<file path="src/hw/rtl/cle_pkg.sv">
// Shared constants and types for the cooked line editor.
`timescale 1ns / 1ps
`default_nettype none

package cle_pkg;

  localparam int LINE_DEPTH = 256;
  localparam int AW         = $clog2(LINE_DEPTH);

  // result kinds
  typedef enum logic [1:0] {
    KIND_ECHO = 2'd0,
    KIND_DATA = 2'd1,
    KIND_NONE = 2'd2,
    KIND_BUSY = 2'd3
  } kind_t;

  // request selector
  localparam logic FUNC_FEED = 1'b0;
  localparam logic FUNC_READ = 1'b1;

  localparam logic [7:0] CH_BS    = 8'h08;
  localparam logic [7:0] CH_TAB   = 8'h09;
  localparam logic [7:0] CH_LF    = 8'h0A;
  localparam logic [7:0] CH_CR    = 8'h0D;
  localparam logic [7:0] CH_ESC   = 8'h1B;
  localparam logic [7:0] CH_SPACE = 8'h20;
  localparam logic [7:0] CH_DEL   = 8'h7F;

  localparam int TAB_WIDTH = 4;

endpackage

`default_nettype wire

</file>
<file path="src/hw/rtl/cle_ram.sv">
// Generic simple dual-port RAM with registered read.
`timescale 1ns / 1ps
`default_nettype none

module cle_ram #(
  parameter int WIDTH = 8,
  parameter int DEPTH = 256
) (
  input  wire logic                     clk,
  input  wire logic                     wr_en,
  input  wire logic [$clog2(DEPTH)-1:0] wr_addr,
  input  wire logic [WIDTH-1:0]         wr_data,
  input  wire logic                     rd_en,
  input  wire logic [$clog2(DEPTH)-1:0] rd_addr,
  output logic      [WIDTH-1:0]         rd_data
);

  logic [WIDTH-1:0] mem [DEPTH];

  always_ff @(posedge clk) begin
    if (wr_en) begin
      mem[wr_addr] <= wr_data;
    end
    if (rd_en) begin
      rd_data <= mem[rd_addr];
    end
  end

endmodule

`default_nettype wire

</file>
<file path="src/hw/rtl/cooked_line_editor.sv">
// Top level of the cooked line editor: request decode, line state and result sequencer.
`timescale 1ns / 1ps
`default_nettype none

// Terminal line discipline.
// Input stream: in_tuser selects feed (0) or read (1), in_tdata carries the character.
// Output stream: out_tuser is the result kind, out_tdata the byte, out_tlast marks the
// final result of a request. Requests that produce no result (backspace on an empty
// line, a character into a full line) emit nothing.
// cfg_wr_en/cfg_wr_data write the cooked_mode bit; write only while idle.
// A request's first result passes the sequencer register and then the output register
// before it shows on out_tvalid. A shared sequencer gives one result per cycle while
// the receiver does not stall; backspace gives three results and tab up to 4 spaces
// (one space and one line-store write per cycle, unless stalled). The next request is
// taken in the cycle its predecessor's last result moves into the output register, so
// single-result requests run back to back. Line store reads (one per read request) come
// from the registered RAM read; a read that meets the line's final write is forwarded.
// Reset clears line length, read position, complete flag and sets cooked mode; the
// line store is not cleared and needs no clearing pass.
// When the receiver stalls the output register holds, the sequencer waits, and
// in_tready drops once a request is pending in the sequencer.
module cooked_line_editor (
  input  wire logic       clk,
  input  wire logic       rst_n,
  input  wire logic       in_tvalid,
  output logic            in_tready,
  input  wire logic [7:0] in_tdata,   // [7:0] char_byte
  input  wire logic       in_tuser,   // [0] func
  output logic            out_tvalid,
  input  wire logic       out_tready,
  output logic      [7:0] out_tdata,  // [7:0] out_byte
  output logic      [1:0] out_tuser,  // [1:0] kind
  output logic            out_tlast,
  input  wire logic       cfg_wr_en,
  input  wire logic       cfg_wr_data
);

  localparam int AW = cle_pkg::AW;
  localparam logic [AW-1:0] STORE_LIMIT = AW'(cle_pkg::LINE_DEPTH - 2);

  // line state
  logic          cooked_r;
  logic [AW-1:0] len_r, len_nxt;
  logic [AW-1:0] pos_r, pos_nxt;
  logic          complete_r, complete_nxt;

  // result sequencer
  logic          gen_valid_r, gen_valid_nxt;
  logic [2:0]    gen_cnt_r, gen_cnt_nxt;
  cle_pkg::kind_t gen_kind_r, gen_kind_nxt;
  logic [7:0]    gen_byte_r, gen_byte_nxt;
  logic          gen_bs_r, gen_bs_nxt;
  logic          gen_store_r, gen_store_nxt;
  logic          gen_ram_r, gen_ram_nxt;
  logic [AW-1:0] gen_addr_r, gen_addr_nxt;

  // output register
  logic          out_valid_r;
  cle_pkg::kind_t out_kind_r;
  logic [7:0]    out_byte_r;
  logic          out_last_r;

  logic          fwd_r;
  logic [7:0]    fwd_data_r;

  logic          emit, accept;
  logic [7:0]    beat_byte;
  logic          ram_we, ram_re;
  logic [7:0]    ram_rd_data;
  logic [AW-1:0] room;
  logic [2:0]    tab_n;

  assign emit      = gen_valid_r && (!out_valid_r || out_tready);
  assign in_tready = !gen_valid_r || (emit && gen_cnt_r == 3'd1);
  assign accept    = in_tvalid && in_tready;

  // middle beat of the backspace sequence is a space
  always_comb begin
    if (gen_ram_r) begin
      beat_byte = fwd_r ? fwd_data_r : ram_rd_data;
    end else if (gen_bs_r) begin
      beat_byte = (gen_cnt_r == 3'd2) ? cle_pkg::CH_SPACE : cle_pkg::CH_BS;
    end else begin
      beat_byte = gen_byte_r;
    end
  end

  assign ram_we = emit && gen_store_r;
  assign ram_re = accept && (in_tuser == cle_pkg::FUNC_READ) && cooked_r && complete_r &&
                  (pos_r < len_r);

  assign room  = STORE_LIMIT - len_r;
  assign tab_n = (room >= AW'(cle_pkg::TAB_WIDTH)) ? 3'(cle_pkg::TAB_WIDTH) : room[2:0];

  always_comb begin
    len_nxt       = len_r;
    pos_nxt       = pos_r;
    complete_nxt  = complete_r;
    gen_valid_nxt = gen_valid_r;
    gen_cnt_nxt   = gen_cnt_r;
    gen_kind_nxt  = gen_kind_r;
    gen_byte_nxt  = gen_byte_r;
    gen_bs_nxt    = gen_bs_r;
    gen_store_nxt = gen_store_r;
    gen_ram_nxt   = gen_ram_r;
    gen_addr_nxt  = gen_addr_r;

    if (emit) begin
      gen_cnt_nxt  = gen_cnt_r - 3'd1;
      gen_addr_nxt = gen_addr_r + AW'(1);
      if (gen_cnt_r == 3'd1) begin
        gen_valid_nxt = 1'b0;
      end
    end

    if (accept) begin
      gen_valid_nxt = 1'b1;
      gen_cnt_nxt   = 3'd1;
      gen_kind_nxt  = cle_pkg::KIND_ECHO;
      gen_byte_nxt  = 8'd0;
      gen_bs_nxt    = 1'b0;
      gen_store_nxt = 1'b0;
      gen_ram_nxt   = 1'b0;
      gen_addr_nxt  = len_r;

      if (in_tuser == cle_pkg::FUNC_READ) begin
        if (ram_re) begin
          gen_kind_nxt = cle_pkg::KIND_DATA;
          gen_ram_nxt  = 1'b1;
          pos_nxt      = pos_r + AW'(1);
          if (pos_r + AW'(1) >= len_r) begin
            complete_nxt = 1'b0;
            len_nxt      = '0;
            pos_nxt      = '0;
          end
        end else begin
          gen_kind_nxt = cle_pkg::KIND_NONE;
        end
      end else if (!cooked_r) begin
        gen_kind_nxt = cle_pkg::KIND_DATA;
        gen_byte_nxt = in_tdata;
      end else if (complete_r) begin
        gen_kind_nxt = cle_pkg::KIND_BUSY;
      end else begin
        case (in_tdata)
          cle_pkg::CH_BS, cle_pkg::CH_DEL: begin
            if (len_r != '0) begin
              len_nxt     = len_r - AW'(1);
              gen_cnt_nxt = 3'd3;
              gen_bs_nxt  = 1'b1;
            end else begin
              gen_valid_nxt = 1'b0;
            end
          end
          cle_pkg::CH_LF, cle_pkg::CH_CR: begin
            gen_byte_nxt  = cle_pkg::CH_LF;
            gen_store_nxt = 1'b1;
            len_nxt       = len_r + AW'(1);
            complete_nxt  = 1'b1;
            pos_nxt       = '0;
          end
          cle_pkg::CH_ESC: begin
            gen_byte_nxt = cle_pkg::CH_LF;
            len_nxt      = '0;
          end
          cle_pkg::CH_TAB: begin
            if (len_r < STORE_LIMIT) begin
              gen_cnt_nxt   = tab_n;
              gen_byte_nxt  = cle_pkg::CH_SPACE;
              gen_store_nxt = 1'b1;
              len_nxt       = len_r + AW'(tab_n);
            end else begin
              gen_valid_nxt = 1'b0;
            end
          end
          default: begin
            if (len_r < STORE_LIMIT) begin
              gen_byte_nxt  = in_tdata;
              gen_store_nxt = 1'b1;
              len_nxt       = len_r + AW'(1);
            end else begin
              gen_valid_nxt = 1'b0;
            end
          end
        endcase
      end
    end
  end

  always_ff @(posedge clk) begin
    if (!rst_n) begin
      cooked_r    <= 1'b1;
      len_r       <= '0;
      pos_r       <= '0;
      complete_r  <= 1'b0;
      gen_valid_r <= 1'b0;
      out_valid_r <= 1'b0;
    end else begin
      if (cfg_wr_en) begin
        cooked_r <= cfg_wr_data;
      end
      len_r       <= len_nxt;
      pos_r       <= pos_nxt;
      complete_r  <= complete_nxt;
      gen_valid_r <= gen_valid_nxt;
      if (emit) begin
        out_valid_r <= 1'b1;
      end else if (out_tready) begin
        out_valid_r <= 1'b0;
      end
    end
  end

  always_ff @(posedge clk) begin
    gen_cnt_r   <= gen_cnt_nxt;
    gen_kind_r  <= gen_kind_nxt;
    gen_byte_r  <= gen_byte_nxt;
    gen_bs_r    <= gen_bs_nxt;
    gen_store_r <= gen_store_nxt;
    gen_ram_r   <= gen_ram_nxt;
    gen_addr_r  <= gen_addr_nxt;
    if (emit) begin
      out_kind_r <= gen_kind_r;
      out_byte_r <= beat_byte;
      out_last_r <= (gen_cnt_r == 3'd1);
    end
    // a read hitting the entry written this cycle takes the write data
    if (ram_re) begin
      fwd_r      <= ram_we && (gen_addr_r == pos_r);
      fwd_data_r <= beat_byte;
    end
  end

  cle_ram #(
    .WIDTH (8),
    .DEPTH (cle_pkg::LINE_DEPTH)
  ) u_line_store (
    .clk     (clk),
    .wr_en   (ram_we),
    .wr_addr (gen_addr_r),
    .wr_data (beat_byte),
    .rd_en   (ram_re),
    .rd_addr (pos_r),
    .rd_data (ram_rd_data)
  );

  assign out_tvalid = out_valid_r;
  assign out_tdata  = out_byte_r;
  assign out_tuser  = out_kind_r;
  assign out_tlast  = out_last_r;

endmodule

`default_nettype wire
</file>
<file path="config.mk">
export PLATFORM = sky130hd
export DESIGN_NAME = cooked_line_editor
export DESIGN_NICKNAME = d
export VERILOG_FILES = /design/src/hw/rtl/cle_pkg.sv /design/src/hw/rtl/cle_ram.sv /design/src/hw/rtl/cooked_line_editor.sv
export SDC_FILE = /design/constraint.sdc
export NUM_CORES = 2
export LEC_CHECK = 0
export ABC_AREA = 1
export BUFFER_PORTS_ARGS = -buffer_cell sky130_fd_sc_hd__buf_4
export CAP_MARGIN = 10
export CORE_MARGIN = 5
export CORE_UTILIZATION = 35
export DETAILED_ROUTE_END_ITERATION = 7
export GPL_ROUTABILITY_DRIVEN = 1
export MAX_ROUTING_LAYER = met4
export PLACE_DENSITY_LB_ADDON = 0.3
export SKIP_CTS_REPAIR_TIMING = 1
export SLEW_MARGIN = 20
export SYNTH_ARGS = -nofsm -noshare
export SYNTH_HDL_FRONTEND = slang
export SYNTH_HIERARCHICAL = 1
export SYNTH_SLANG_ARGS = --single-unit
</file>
<file path="constraint.sdc">
create_clock -name clk -period 39.3 [get_ports clk]
set_clock_uncertainty 0.15 [all_clocks]
set_input_delay 3.93 -clock clk [delete_from_list [all_inputs] [get_ports clk]]
set_output_delay 3.93 -clock clk [all_outputs]
set_load 0.005 [all_outputs]
</file>
# --- Word level (Yosys, flattened, before mapping) ---
# Memory sizes are Yosys's and may differ from the RTL's. A register that Yosys moved wholly into a read port is not among the register bits.
# Index checks and enable logic that the tools add are counted.
word_totals:
  ff_bits: 64
  memories: 1
  ramBits: 2048
  output_inout_bits: 13
  word_cells: 136
  inputBits: 15
mem_list:
  columns: ["memory", "depth", "width", "rd", "rd_ports_with_merged_regs", "wr", "line", "rtl"]
  rows:
  - ["u_line_store.mem", 256, 8, 1, 1, 1, "cle_ram.sv:18", "logic [WIDTH-1:0] mem [DEPTH];"]
op_classes:
  n_addsub: 7
  order_cmp: 4
  bitwise: 2
  n_reduce_logical: 30
  mux: 60
  n_eq_ne: 14
op_table:
  columns: ["op", "count"]
  rows:
  - ["$mux W8", 22]
  - ["$eq A8 B4 Y1 const B", 4]
  - ["$pmux W8 S4", 1]
  - ["$add A8 B1 Y8 const B", 3]
  - ["$pmux W8 S3", 1]
  - ["$mux W3", 7]
  - ["$mux W1", 19]
  - ["$mux W6", 2]
  - ["$mux W2", 5]
  - ["$reduce_bool A2 Y1", 5]
  - ["$logic_and A1 B1 Y1", 9]
  - ["$reduce_or A3 Y1", 3]
  - ["$add A8 B3 Y8", 1]
  - ["$eq A8 B5 Y1 const B", 1]
  - ["$eq A8 B7 Y1 const B", 1]
  - ["$eq A8 B8 Y1", 1]
  - ["$ge A8 B3 Y1 const B", 1]
  - ["$ge A8 B8 Y1", 1]
  - ["$lt A8 B8 Y1", 1]
  - ["$lt A8 B8 Y1 const B", 1]
  - ["$reduce_and A8 Y1", 1]
  - ["$reduce_bool A8 Y1", 1]
  - ["$sub A8 B1 Y8 const B", 1]
  - ["$sub A8 B8 Y8 const A", 1]
  - ["other kinds (17)", 24]

# --- Depth between registers and ports, before layout ---
logic_depth:
  depth_word: 12
  ltp_mapped: 20
  depth_no_buf: 20

# --- By module ---
# The synthesis kept the hierarchy.
modules_own_cells:
  columns: ["module", "seq_area_each_um2", "area_per_inst_um2", "n_inst", "cells_per_inst"]
  rows:
  - ["cle_ram", 61739.2, 83476.3, 1, 7003]
  - ["cooked_line_editor", 1721.7, 4219.0, 1, 543]

# --- Worst setup path before layout ---
# Ideal clock, no wire load.
synth_timing:
  path_kind: "reg-to-reg"
  start: "register fwd_r"
  end: "register fwd_data_r[5], data pin"
  setup_ps: 2203
  synth_period_minus_slack_ps: 13106
  arrival_ps: 10754
  path_stages_with_launch: 5
  path_slack_ps: 26194
  path_buffers: 1
  required_ps: 36947
  path_cell_list: "edfxtp_1 > clkbuf_1 > inv_1 > o21ai_0 > o21ai_0"
synth_via:
  elab_chain_len: 2
synth_lines:
  columns: ["item", "line", "rtl"]
  rows:
  - ["start: declaration", "cooked_line_editor.sv:63", "logic fwd_r;"]
  - ["start signal: assignment", "cooked_line_editor.sv:229", "fwd_r <= ram_we && (gen_addr_r == pos_r);"]
  - ["$mux W8", "cooked_line_editor.sv:80", "beat_byte = fwd_r ? fwd_data_r : ram_rd_data;"]
  - ["$mux W8", "cooked_line_editor.sv:79", "if (gen_ram_r) begin"]
  - ["via beat_byte[5]", "cooked_line_editor.sv:67", "logic [7:0] beat_byte;"]
  - ["end signal: assignment", "cooked_line_editor.sv:230", "fwd_data_r <= beat_byte;"]
  - ["end: declaration", "cooked_line_editor.sv:64", "logic [7:0] fwd_data_r;"]
# The timed path passes the listed nets, and every way through them passes these cells.
# A chain may end at the register's enable or synchronous reset.

# --- Worst setup path in the final report ---
layout_timing:
  start: "input out_tready"
  end: "output in_tready"
layout_via:
  elab_chain_len: 4
layout_lines:
  columns: ["item", "line", "rtl"]
  rows:
  - ["start: declaration", "cooked_line_editor.sv:30", "input wire logic out_tready,"]
  - ["$logic_or A1 B1 Y1", "cooked_line_editor.sv:73", "assign emit = gen_valid_r && (!out_valid_r || out_tready);"]
  - ["$logic_and A1 B1 Y1", "cooked_line_editor.sv:73", null]
  - ["$logic_and A1 B1 Y1", "cooked_line_editor.sv:74", "assign in_tready = !gen_valid_r || (emit && gen_cnt_r == 3'd1);"]
  - ["$logic_or A1 B1 Y1", "cooked_line_editor.sv:74", null]
  - ["end: declaration", "cooked_line_editor.sv:26", "output logic in_tready,"]
# Every way passes these cells.

==> out/qor.txt <==
worst r2r src - pos_r[0]
most frequent cells in the layout - 2244 x nand2_1, 2100 x edfxtp_1, 2047 x nand3_1
CORE AREA - 0.249 mm2
met2 Track Usage GR - 0.294
critical path buffer and inverter count - 3
largest family of logic cells by synthesized area - simple AND/OR/NAND/NOR gates
PortBufs - 27
Slew headroom - 0.201
synthesized area per cell - 11.6 um2
crit path kind - input port to output port
Syn-to-layout area delta - 11.0%
H-tree levels - 4
die area - 0.261 mm2
Clock Tree Root - clkbuf_16
layout cell share with drive strength beyond 1 - 0.0613
clock tree buffer depth - 3
total CTS buffers - 213
Synthesis Warnings - 6
Worst Path Max Fanout - 3
RSZ-0062 raised after global routing - false
R2R depth - 13
Worst Setup End Kind - output port
family with the most delay on the worst path - buffers and inverters
clk slew on worst S/H paths - 0.06 ns
MaxCap Viol Count - 0
Routed WL - 243000 um
mux share of post-synthesis cell area - 0
Global Route Usage Sum - 0.188
initial core utilization - 0.352
outcome - finished, final reports clean
area used by multi-input combinational logic - 0.0214 mm2
setup TNS - 0 ns
max frequency - 117 MHz
Compound-Gate Fraction of Synth Area - 0.00439
crit path launch - out_tready
Via density - 5.31
worst slew pin tran - 1.19 ns
final hold violation count - 0
Reg-to-Reg End - u_line_store/rd_data[0]
antenna-violating nets left - 0
min cycle time layout - 8.57 ns
Slowest-stage cell, CP - buf_4
CTS tree - yes
Unique masters post-synth - 41
vias in the first global route - 55392
CP max stage delay - 0.14 ns
Critical Path AT - 4.49 ns
Initial DRC Count - 6062
fin util - 0.391
Hold WC Path Type - flop to flop
r2r setup slk - 34.06 ns
largest net degree at the start of global routing - 301
fill count - 23829
total global routing overflow - 0
type of origin of the critical path - input port
FF+latch count, synth - 2120
crit path to - in_tready
Syn Inst Count - 7546
xor and xnor fraction of the mapped netlist area - 0.00200
Max IR drop VDD - 0.0377 mV
layout net count - 7428
Worst-Skew Late Latency - 0.84 ns
CP Depth - 6
wire length per cell - 22.4 um
FF+latch area - 0.0635 mm2
DRT Pass-1 Iters - 7
met1 GRT Util - 0.254
Simple-Gate Fraction of Synth Area - 0.232
sequential area share after synthesis - 0.724
DP HPWL - 137000 um
DR DRC count - 0
met3 usage in global routing - 0.0318
num rows - 183
leakage power - 33.3 nW
Die Y - 511 um
initial antenna violation count - 3
async set or reset register ratio after synthesis - 0
Post-synth EDFFs - 2100
final setup vio count - 0
ys flop type - edfxtp_1
global-route wire length before repair - 358000 um
PD cells - 48.5 mW/mm2
CP cell instances - buf_4 -> inv_1 -> nand2_1 -> nand2_2 -> nand2_2 -> buf_4
Worst Path Required - 35.22 ns
Final period util - 0.218
number of I/O pins - 28
Post-Synthesis Cell Area - 0.0877 mm2
global routing's busiest layer - met2
gp weighted congestion - 0.876
most common cell after layout, fill and taps aside - nand2_1
adder-cell area share of the yosys netlist - 0.00465
Mapped Nets - 7593
Final Max Tran Viols - 0
clk sinks - 2120
Tot Pwr - 0.00472 W
Die W - 511 um
DR vias - 57734
how the worst min path moves through the flow:
stage	to	cells after the start	startpoint
floorplan	out_tuser[0]	0	gen_kind_r[0]
global placement	out_tuser[1]	0	gen_kind_r[1]
detailed placement	out_tuser[1]	0	gen_kind_r[1]
CTS	out_tuser[1]	0	gen_kind_r[1]
global route	out_tuser[0]	0	gen_kind_r[0]
finish	out_tuser[1]	0	gen_kind_r[1]
cells by family (layout without fill, tap and decap cells):
| kind of cell | after synthesis | count (layout) |
|---|---|---|
| simple gates | 4698 | 4698 |
| flops | 2120 | 2120 |
| buf+inv | 604 | 605 |
| compound gates | 72 | 72 |
| fa+ha+maj | 32 | 32 |
| xor+xnor | 20 | 20 |
| other cells | 0 | 3 |
cells in the mapped netlist (4+ instances only):
master | n | area share
nand2_1 | 2250 | 0.096
edfxtp_1 | 2100 | 0.72
nand3_1 | 2047 | 0.12
nor2_1 | 358 | 0.015
buf_2 | 270 | 0.015
clkbuf_1 | 116 | 0.0050
inv_1 | 103 | 0.0044
buf_4 | 46 | 0.0039
buf_1 | 40 | 0.0017
o21ai_0 | 34 | 0.0019
ha_1 | 31 | 0.0044
a21oi_1 | 26 | 0.0015
dfxtp_1 | 20 | 0.0046
buf_6 | 18 | 0.0023
nor3_1 | 11 | 0.00063
xor2_1 | 11 | 0.0011
xnor2_1 | 9 | 0.00090
nand2_2 | 8 | 0.00057
inv_2 | 6 | 0.00026
nand4_1 | 5 | 0.00036
o22ai_1 | 5 | 0.00036
nor2_2 | 4 | 0.00029
or2_2 | 4 | 0.00029
where the power goes:
part	internal (W)	leakage [nW]	switching, W
logic	0.0000237	10.7	0.000150
clock network	0.00117	3.35	0.000848
registers	0.00253	19.2	0.00000982
registers in the layout (all words and copies together), names as in the netlist:
register / count
u_line_store/mem: 2048
fwd_data_r: 8
gen_addr_r: 8
gen_byte_r: 8
len_r: 8
out_tdata: 8
pos_r: 8
u_line_store/rd_data: 8
gen_cnt_r: 3
gen_kind_r: 2
out_tuser: 2
complete_r: 1
cooked_r: 1
fwd_r: 1
gen_bs_r: 1
gen_ram_r: 1
gen_store_r: 1
gen_valid_r: 1
out_tlast: 1
out_tvalid: 1
cell type report:
| type | instances | share of cell area |
|---|---|---|
| clock inverters | 128 | 0.0138 |
| multi-input cells | 4822 | 0.220 |
| inverters | 113 | 0.00474 |
| diodes | 3 | 0.0000771 |
| clock buffers | 253 | 0.0569 |
| flip-flops and latches | 2120 | 0.652 |
| repair buffers | 111 | 0.00946 |
| well taps | 3330 | 0.0428 |
layer usage:
layer	share of wire	wire length (um)
met4	0.028	6770
met5	0	0
met2	0.47	114000
met3	0.082	19900
met1	0.42	103000
per-stage QoR:
stage               worst slack [ns]  cell area, um2  instances  hold slack, ns
floorplan                      26.19           87700       7546           0.250
global placement               30.68           90400      10496           0.281
detailed placement             30.73           90400      10496           0.278
CTS                            30.72           97300      10877           0.289
global route                   30.67           97300      10878           0.294
finish                         30.73           97400      10880           0.286
Power figures use the tool's default switching activity.
